[src/hdl/kbrt_pkg.sv]
`timescale 1ns / 1ps
`default_nettype none
// ----------------------------------------------------------------------------
// kbrt_pkg
// Shared types and codes for the keyed buffer reuse table.
// ----------------------------------------------------------------------------
package kbrt_pkg;

	localparam int OUTCOME_W = 3;
	localparam int OUT_IDX_W = 7;
	localparam int COPY_W    = 32;
	localparam int FE_W      = 8;
	localparam int FB_W      = 39;
	localparam int CNT_OUT_W = 32;

	localparam int ACT_COPY_BIT  = 0;
	localparam int ACT_SWEEP_BIT = 1;

	typedef enum logic [OUTCOME_W-1:0] {
		OUT_REUSED   = 3'd0,
		OUT_FRESH    = 3'd1,
		OUT_DISCARD  = 3'd2,
		OUT_COPY     = 3'd3,
		OUT_FULL     = 3'd4,
		OUT_SWEEP    = 3'd5
	} outcome_t;

	typedef enum logic {
		ST_IDLE = 1'b0,
		ST_SCAN = 1'b1
	} state_t;

	// scan token handed from cell to cell
	typedef struct packed {
		logic live;
		logic hit;
		logic held_valid;
	} tok_t;

	// write broadcast into the row
	typedef struct packed {
		logic en;
		logic append;
	} wr_t;

endpackage : kbrt_pkg
`default_nettype wire

[src/hdl/kbrt_cell.sv]
`timescale 1ns / 1ps
`default_nettype none
// ----------------------------------------------------------------------------
// kbrt_cell
// One table slot: key, size, valid and occupied marks, plus one token stage.
// ----------------------------------------------------------------------------
module kbrt_cell
	import kbrt_pkg::*;
#(
	parameter int KEY_BITS  = 48,
	parameter int SIZE_BITS = 32,
	parameter int IDX_W     = 7,
	parameter int CELL_IDX  = 0
) (
	input  wire logic                 clk,
	input  wire logic                 arst_n,
	input  wire logic                 cmd_sweep,
	input  wire logic [KEY_BITS-1:0]  cmd_key,
	input  wire logic [KEY_BITS-1:0]  cmd_top,
	input  wire tok_t                 tok_i,
	input  wire logic [IDX_W-1:0]     idx_i,
	input  wire logic [SIZE_BITS-1:0] held_i,
	input  wire logic [FE_W-1:0]      fe_i,
	input  wire logic [FB_W-1:0]      fb_i,
	input  wire wr_t                  wr,
	input  wire logic [IDX_W-1:0]     wr_idx,
	input  wire logic [KEY_BITS-1:0]  wr_key,
	input  wire logic [SIZE_BITS-1:0] wr_size,
	output tok_t                      tok_o,
	output logic [IDX_W-1:0]          idx_o,
	output logic [SIZE_BITS-1:0]      held_o,
	output logic [FE_W-1:0]           fe_o,
	output logic [FB_W-1:0]           fb_o
);

	localparam int SEXT = (SIZE_BITS > FB_W) ? SIZE_BITS : FB_W;
	localparam logic [IDX_W-1:0] MY_IDX = IDX_W'(CELL_IDX);

	logic [KEY_BITS-1:0]  key_q;
	logic [SIZE_BITS-1:0] size_q;
	logic                 valid_q;
	logic                 occ_q;
	logic [SEXT-1:0]      size_ext;
	logic                 wr_me;
	logic                 freed;
	logic                 match;

	assign size_ext = SEXT'(size_q);
	assign wr_me    = wr.en && (wr_idx == MY_IDX);
	assign freed    = tok_i.live && cmd_sweep && occ_q && valid_q && (key_q < cmd_top);
	assign match    = tok_i.live && !cmd_sweep && !tok_i.hit && occ_q && (key_q == cmd_key);

	always_ff @(posedge clk or negedge arst_n) begin
		if (!arst_n) begin
			valid_q <= 1'b0;
			occ_q   <= 1'b0;
			tok_o   <= '0;
		end else begin
			tok_o <= '{live: tok_i.live,
				hit: tok_i.hit || match,
				held_valid: match ? valid_q : tok_i.held_valid};
			if (wr_me) begin
				valid_q <= 1'b1;
				if (wr.append) begin
					occ_q <= 1'b1;
				end
			end else if (freed) begin
				valid_q <= 1'b0;
			end
		end
	end

	always_ff @(posedge clk) begin
		if (wr_me) begin
			size_q <= wr_size;
			if (wr.append) begin
				key_q <= wr_key;
			end
		end
		idx_o  <= match ? MY_IDX : idx_i;
		held_o <= match ? size_q : held_i;
		fe_o   <= freed ? fe_i + FE_W'(1) : fe_i;
		fb_o   <= freed ? fb_i + size_ext[FB_W-1:0] : fb_i;
	end

endmodule : kbrt_cell
`default_nettype wire

[config.mk]
export PLATFORM = sky130hd
export DESIGN_NAME = kbrt_cell
export DESIGN_NICKNAME = d
export VERILOG_FILES = /design/src/hdl/kbrt_pkg.sv /design/src/hdl/kbrt_cell.sv
export SDC_FILE = /design/constraint.sdc
export NUM_CORES = 1
export LEC_CHECK = 0
export ABC_AREA = 1
export BUFFER_PORTS_ARGS = -buffer_cell sky130_fd_sc_hd__buf_4
export CAP_MARGIN = 10
export CORE_MARGIN = 1.5
export CORE_UTILIZATION = 45
export CTS_BUF_LIST = sky130_fd_sc_hd__clkbuf_4
export DETAILED_ROUTE_END_ITERATION = 7
export PLACE_DENSITY = 0.8
export SLEW_MARGIN = 20
export SYNTH_ARGS = -nofsm -noshare
export SYNTH_HDL_FRONTEND = slang
export SYNTH_SLANG_ARGS = --single-unit
[constraint.sdc]
create_clock -name clk -period 1.9 [get_ports clk]
set_input_delay 0.19 -clock clk [delete_from_list [all_inputs] [get_ports clk]]
set_output_delay 0.19 -clock clk [all_outputs]
set_load 0.01 [all_outputs]
# Word level (Yosys, flattened, before mapping)
# Cells that the tools add are included.
dict set report word_totals {
  in_bits 277
  elab_cells 36
  out_inout_bits 89
  ff_bits 171
}
dict set report classes {
  n_lt_le_gt_ge 1
  eq_ne 1
  n_reduce_logical 15
  addsub 2
  muxes 6
}
# op n
set op_table {}
lappend op_table {{$eq 48x48->1} 1}
lappend op_table {{$lt 48x48->1} 1}
lappend op_table {{$add 39x32->39} 1}
lappend op_table {{$mux 39} 1}
lappend op_table {{$mux 32} 1}
lappend op_table {{$logic_and 1x1->1} 9}
lappend op_table {{$add 8x1->8 const B} 1}
lappend op_table {{$mux 8} 1}
lappend op_table {{$logic_not 7->1} 1}
lappend op_table {{$mux 1} 3}
lappend op_table {{$logic_not 1->1} 2}
lappend op_table {{$reduce_and 2->1} 1}
lappend op_table {{$reduce_bool 2->1} 1}
lappend op_table {{$logic_or 1x1->1} 1}

# Logic depth before layout (Yosys ltp)
dict set report logic_depth {
  word_depth 6
  ltp_mapped 16
  ltp_nobuf 16
}

# Worst setup path after synthesis
# Ideal clock, no wire load.
dict set report synth_path {
  path_type {in2reg}
  startpoint {in wr_idx[1]}
  endpoint {reg key_q[0] (enable)}
  slack_ns -0.919
  arrival_time_ns 2.416
  stages 4
  required_ns 1.497
  setup_time_ns 0.403
  n_path_buf 0
  path_cell_list {nor4_1 > and3_1 > nand2_1 > inv_1}
}
dict set report synth_via {
  elab_chain_len 3
}
# item line_no
set synth_rtl {}
lappend synth_rtl {{from (decl)} kbrt_cell.sv:26} ;# input wire logic [IDX_W-1:0] wr_idx,
lappend synth_rtl {{$logic_not 7->1} kbrt_cell.sv:49} ;# assign wr_me = wr.en && (wr_idx == MY_IDX);
lappend synth_rtl {{$logic_and 1x1->1} kbrt_cell.sv:49}
lappend synth_rtl {{via wr_me} kbrt_cell.sv:44} ;# logic wr_me;
lappend synth_rtl {{$reduce_and 2->1 (no source line)} -}
lappend synth_rtl {{to (signal assigned)} kbrt_cell.sv:77} ;# key_q <= wr_key;
lappend synth_rtl {{to (decl)} kbrt_cell.sv:39} ;# logic [KEY_BITS-1:0] key_q;
# The timed path passes the listed nets, and every way through them passes these cells.
# A chain may end at the register's enable or synchronous reset.

# Final worst setup path
dict set report layout_path {
  startpoint {reg key_q[26]}
  endpoint {reg fb_o[31]}
}
dict set report layout_via {
  elab_chain_len 3
}
# item line_no
set layout_rtl {}
lappend layout_rtl {{$lt 48x48->1} kbrt_cell.sv:50} ;# assign freed = tok_i.live && cmd_sweep && occ_q && valid_q && (key_q < cmd_top);
lappend layout_rtl {{$logic_and 1x1->1} kbrt_cell.sv:50}
lappend layout_rtl {{$mux 39} kbrt_cell.sv:83} ;# fb_o <= freed ? fb_i + size_ext[FB_W-1:0] : fb_i;
lappend layout_rtl {{to (signal assigned)} kbrt_cell.sv:83}
lappend layout_rtl {{to (decl)} kbrt_cell.sv:33} ;# output logic [FB_W-1:0] fb_o
# Every way passes these cells.

==> results summary <==
The number of instances in the synthesized netlist came out at 1360. Entering global routing, the biggest net connects 50 pins. The run finished, with violations left. At the pin with the least slew margin, the transition time is 0.517 ns. The static leakage is 0.00905 uW. For the worst setup path, the data arrival time is 3.12 ns. The number of setup violations in the final report is 89. Summed over all nets, the half-perimeter wirelength after detailed placement is 28700 um. The vias per cell is 5.30. The die covers 23700 sq um. Setup repair after global routing could not meet its margin everywhere.

The number of buffers added by the clock tree synthesis step is 17. In the global route stage, overall resource usage came out at 0.379. The relative slew slack came out at 0.653. The sequential cell area fraction in the yosys report came out at 0.415. The startpoint-to-endpoint class of the critical path is flip-flop to flip-flop.

The die width came out at 154 um. The via count of the first global-routing pass is 12942. The first routing iteration left 1204 violations. The met1 layer usage reported by global route came out at 0.408. TritonCTS built the clock tree. The clock period minus final worst setup slack is 2.58 ns. The final-stage net count is 2431. Along the worst path, the maximum fanout reaches 6.

The final antenna-violating net count is 0. The highest ir drop seen on vdd came out at 0.372 mV. The wire length of the first global-routing pass is 68400 um. The sort of element at the end of the critical path is a flip-flop. The top cell type's share of synthesized area came out at 0.235. The boundary pin count came out at 366. The clock passes through at most 2 buffers. The number of slew-limit violations in the final report came out at 0. The die extent in y is 154 um. The synthesized netlist occupies a cell area of 10200 sq um. The final standard cell count with taps included and fillers excluded is 2370. The final reports fail on negative setup slack. In this run, synthesis produced a sequential element count of 171. By area the synthesized netlist is led by edfxtp_1 23%, nand2_1 19%, dfxtp_1 17%. The post-route standard cell area excluding fillers is 17800 sq um. The row count came out at 54. The clock-pin slew on the worst setup and hold paths came out at 0.18 ns. At the end of the flow the core is filled with cells to 0.806. The mean cell area of the mapped netlist is 7.52 sq um. The clock latency of the later-clocked register in the worst-skew pair is 0.61 ns. The most used flip-flop cell after synthesis is dfxtp_1. The cell count after placement came out at 2118. STA classifies the critical path startpoint as a flip-flop. The count of flip-flops with a built-in enable after synthesis is 80. The depth of the CTS H-tree is 4. Dividing total power by cell area gives a power density of 501 nW/um^2. The cell at the root of the clock tree is clkbuf_4.

When the netlist entered floorplanning its net count stood at 1718. The area growth from synthesis to layout came out at 74.0%. The total routed wirelength is 48900 um. The clock skew came out at 0.0352 ns. The fraction of the cycle the final worst path needs came out at 1.36. The first-pass iteration count of the detailed router is 6. The final hold violation count came out at 0. Summing all placed instances gives a cell area of 14200 sq um. The initial utilization of the core area, before any placement, comes to 0.463. The max-cap check violation count is 0. The remaining design rule violation count came out at 0. The core region is 22100 sq um. edfxtp_1 takes more of the synthesized area than any other cell. In this run the tool buffered the top-level ports with 365 buffer cells. The fmax is 387 MHz. The placer's final routability congestion estimate came out at 0.929. For the worst setup path, the data required time is 2.44 ns. The final global-route overflow total is 0. The worst hold path belongs to the class primary input to flip-flop. The clock net sink count is 171. In the final routed layout, each cell accounts on average for 20.6 um.

After global routing, the most crowded layer is met2. The fraction of layout instances using a drive strength above 1 is 0.358. For this run, the number of Yosys warnings is 0. The aggregate negative setup slack is -48.51 ns.

For this run, global-route usage on met3 was measured as 0.0834. The worst hold-check slack came out at 0.170 ns. The distinct cell type count of the synthesized netlist came out at 38. The final setup slack of the worst path is -0.682 ns. For met2 alone, demand over resource in global routing was 0.667. The initial antenna violation count was 4.

For this run, asynchronously set or reset flops after synthesis account for 0.0292. The total via count after detailed routing came out at 12552.
[cell usage after synthesis, types with 2 or more instances]
master / number
dfrtp_1: 5
a21o_1: 4
nor3_1: 15
o21a_1: 3
inv_1: 205
buf_2: 5
o21ai_0: 9
o21ai_2: 12
xnor2_1: 49
nor2_1: 105
nand2_1: 517
a21oi_1: 40
o21ai_1: 10
inv_2: 2
dfxtp_1: 86
nand3_1: 54
o22ai_1: 3
o21bai_1: 4
clkbuf_1: 3
and3_1: 2
ha_1: 80
xor2_1: 16
nand2_2: 7
or2_2: 2
edfxtp_1: 80
buf_6: 7
nand4_1: 22
a21boi_0: 3
[flip-flops by register name (all words and copies together) (netlist names)]
signal   flops
key_q       48
valid_q      1
held_o      32
tok_o        3
size_q      32
fb_o        39
fe_o         8
occ_q        1
idx_o        7
[routing by layer]
layer | vias up | part of all wire
li1 | 5702 | -
met1 | 5802 | 0.35
met2 | 772 | 0.49
met3 | 276 | 0.089
met4 | 0 | 0.076
met5 | - | 0
[kinds of logic (layout without fill, tap and decap cells)]
| family | Yosys count | count (layout) | share of synthesized area |
|---|---|---|---|
| AO/OA/AOI/OAI | 88 | 88 | 0.0512 |
| XOR/XNOR | 65 | 65 | 0.0556 |
| adder cells (fa/ha/maj) | 81 | 81 | 0.0998 |
| buffers and inverters | 224 | 950 | 0.0906 |
| flip-flops | 171 | 171 | 0.415 |
| other | 0 | 4 | 0 |
| AND/OR/NAND/NOR | 731 | 731 | 0.288 |
[power by group]
part	internal (uW)	switching (uW)
Combinational	1170	1000
Clock	1230	1510
Sequential	3960	47.6
Total	6360	2560
[stage by stage]
step | setup slack (ns) | power (uW)
after global placement | -0.342 | 5630
after global routing | -0.788 | 9170
after floorplan | 0.00358 | 4740
final | -0.682 | 8920
after CTS | -0.259 | 8620
after detailed placement | -0.443 | 5660
[repair_timing]
item | 4_1_cts | 5_1_grt
gates resized for setup | 88 | 136
hold buffers | 171 | 0
pin swaps | 28 | 34
cloned | 9 | 4
buffers inserted | 23 | 17
setup endpoints to repair | 81 | 89
hold endpoints to repair | 174 | 0
[worst max-delay path, cell delays in order, from the launching register on]
cell and delay (ns):
edfxtp_1 0.48, ha_1 0.35, nand4_1 0.11, nor3_2 0.42, buf_4 0.23, nand3_4 0.09
nor2_4 0.14, nand2_4 0.10, nand2_8 0.10, buf_12 0.11, buf_12 0.12, buf_16 0.14
nand2_2 0.05, nand2_1 0.07
[final cells by class]
cell class | instances | area [sq um]
Timing Repair Buffer | 709 | 6140
Multi-Input combinational cell | 965 | 5890
Fill cell | 1247 | 4280
Sequential cell | 171 | 4250
Inverter | 207 | 798
Tap cell | 280 | 350
Clock inverter | 13 | 213
Clock buffer | 19 | 143
Timing Repair inverter | 2 | 17.5
Antenna cell | 4 | 10.0
[placed cells by master (no fill, tap or decap), types with 8 or more instances in the layout]
master         Yosys  layout
buf_12             1      13
clkbuf_4           0      19
nand2_2            7      53
nor2_1           105      79
nand4_1           22      22
xor2_1            16      15
nand2_4            1      24
ha_4               0      22
nor2_2             1      24
o21ai_2           12      17
nor3_1            15      11
ha_1              80      58
nand2_1          517     447
edfxtp_1          80      80
dfxtp_1           86      86
dlygate4sd3_1      0     171
o21ai_0            9       8
nand3_1           54      48
xnor2_1           49      42
a21oi_1           40      37
inv_1            205     203
buf_4              0     506
[path summary, 6_finish.rpt]
| path | from | end | slack (ns) | depth (start not counted) |
|---|---|---|---|---|
| max in group asynchronous | arst_n | valid_q | 1.14 | 3 |
| hold reg to reg | size_q[23] | held_o[23] | 0.51 | 2 |
| setup / recovery | key_q[26] | fb_o[31] | -0.68 | 13 |
| hold / removal | wr[1] | size_q[1] | 0.17 | 3 |
| min in group asynchronous | arst_n | tok_o[2] | 0.52 | 3 |
| setup reg to reg | key_q[26] | fb_o[31] | -0.68 | 13 |
(Power assumes the default switching activity.)
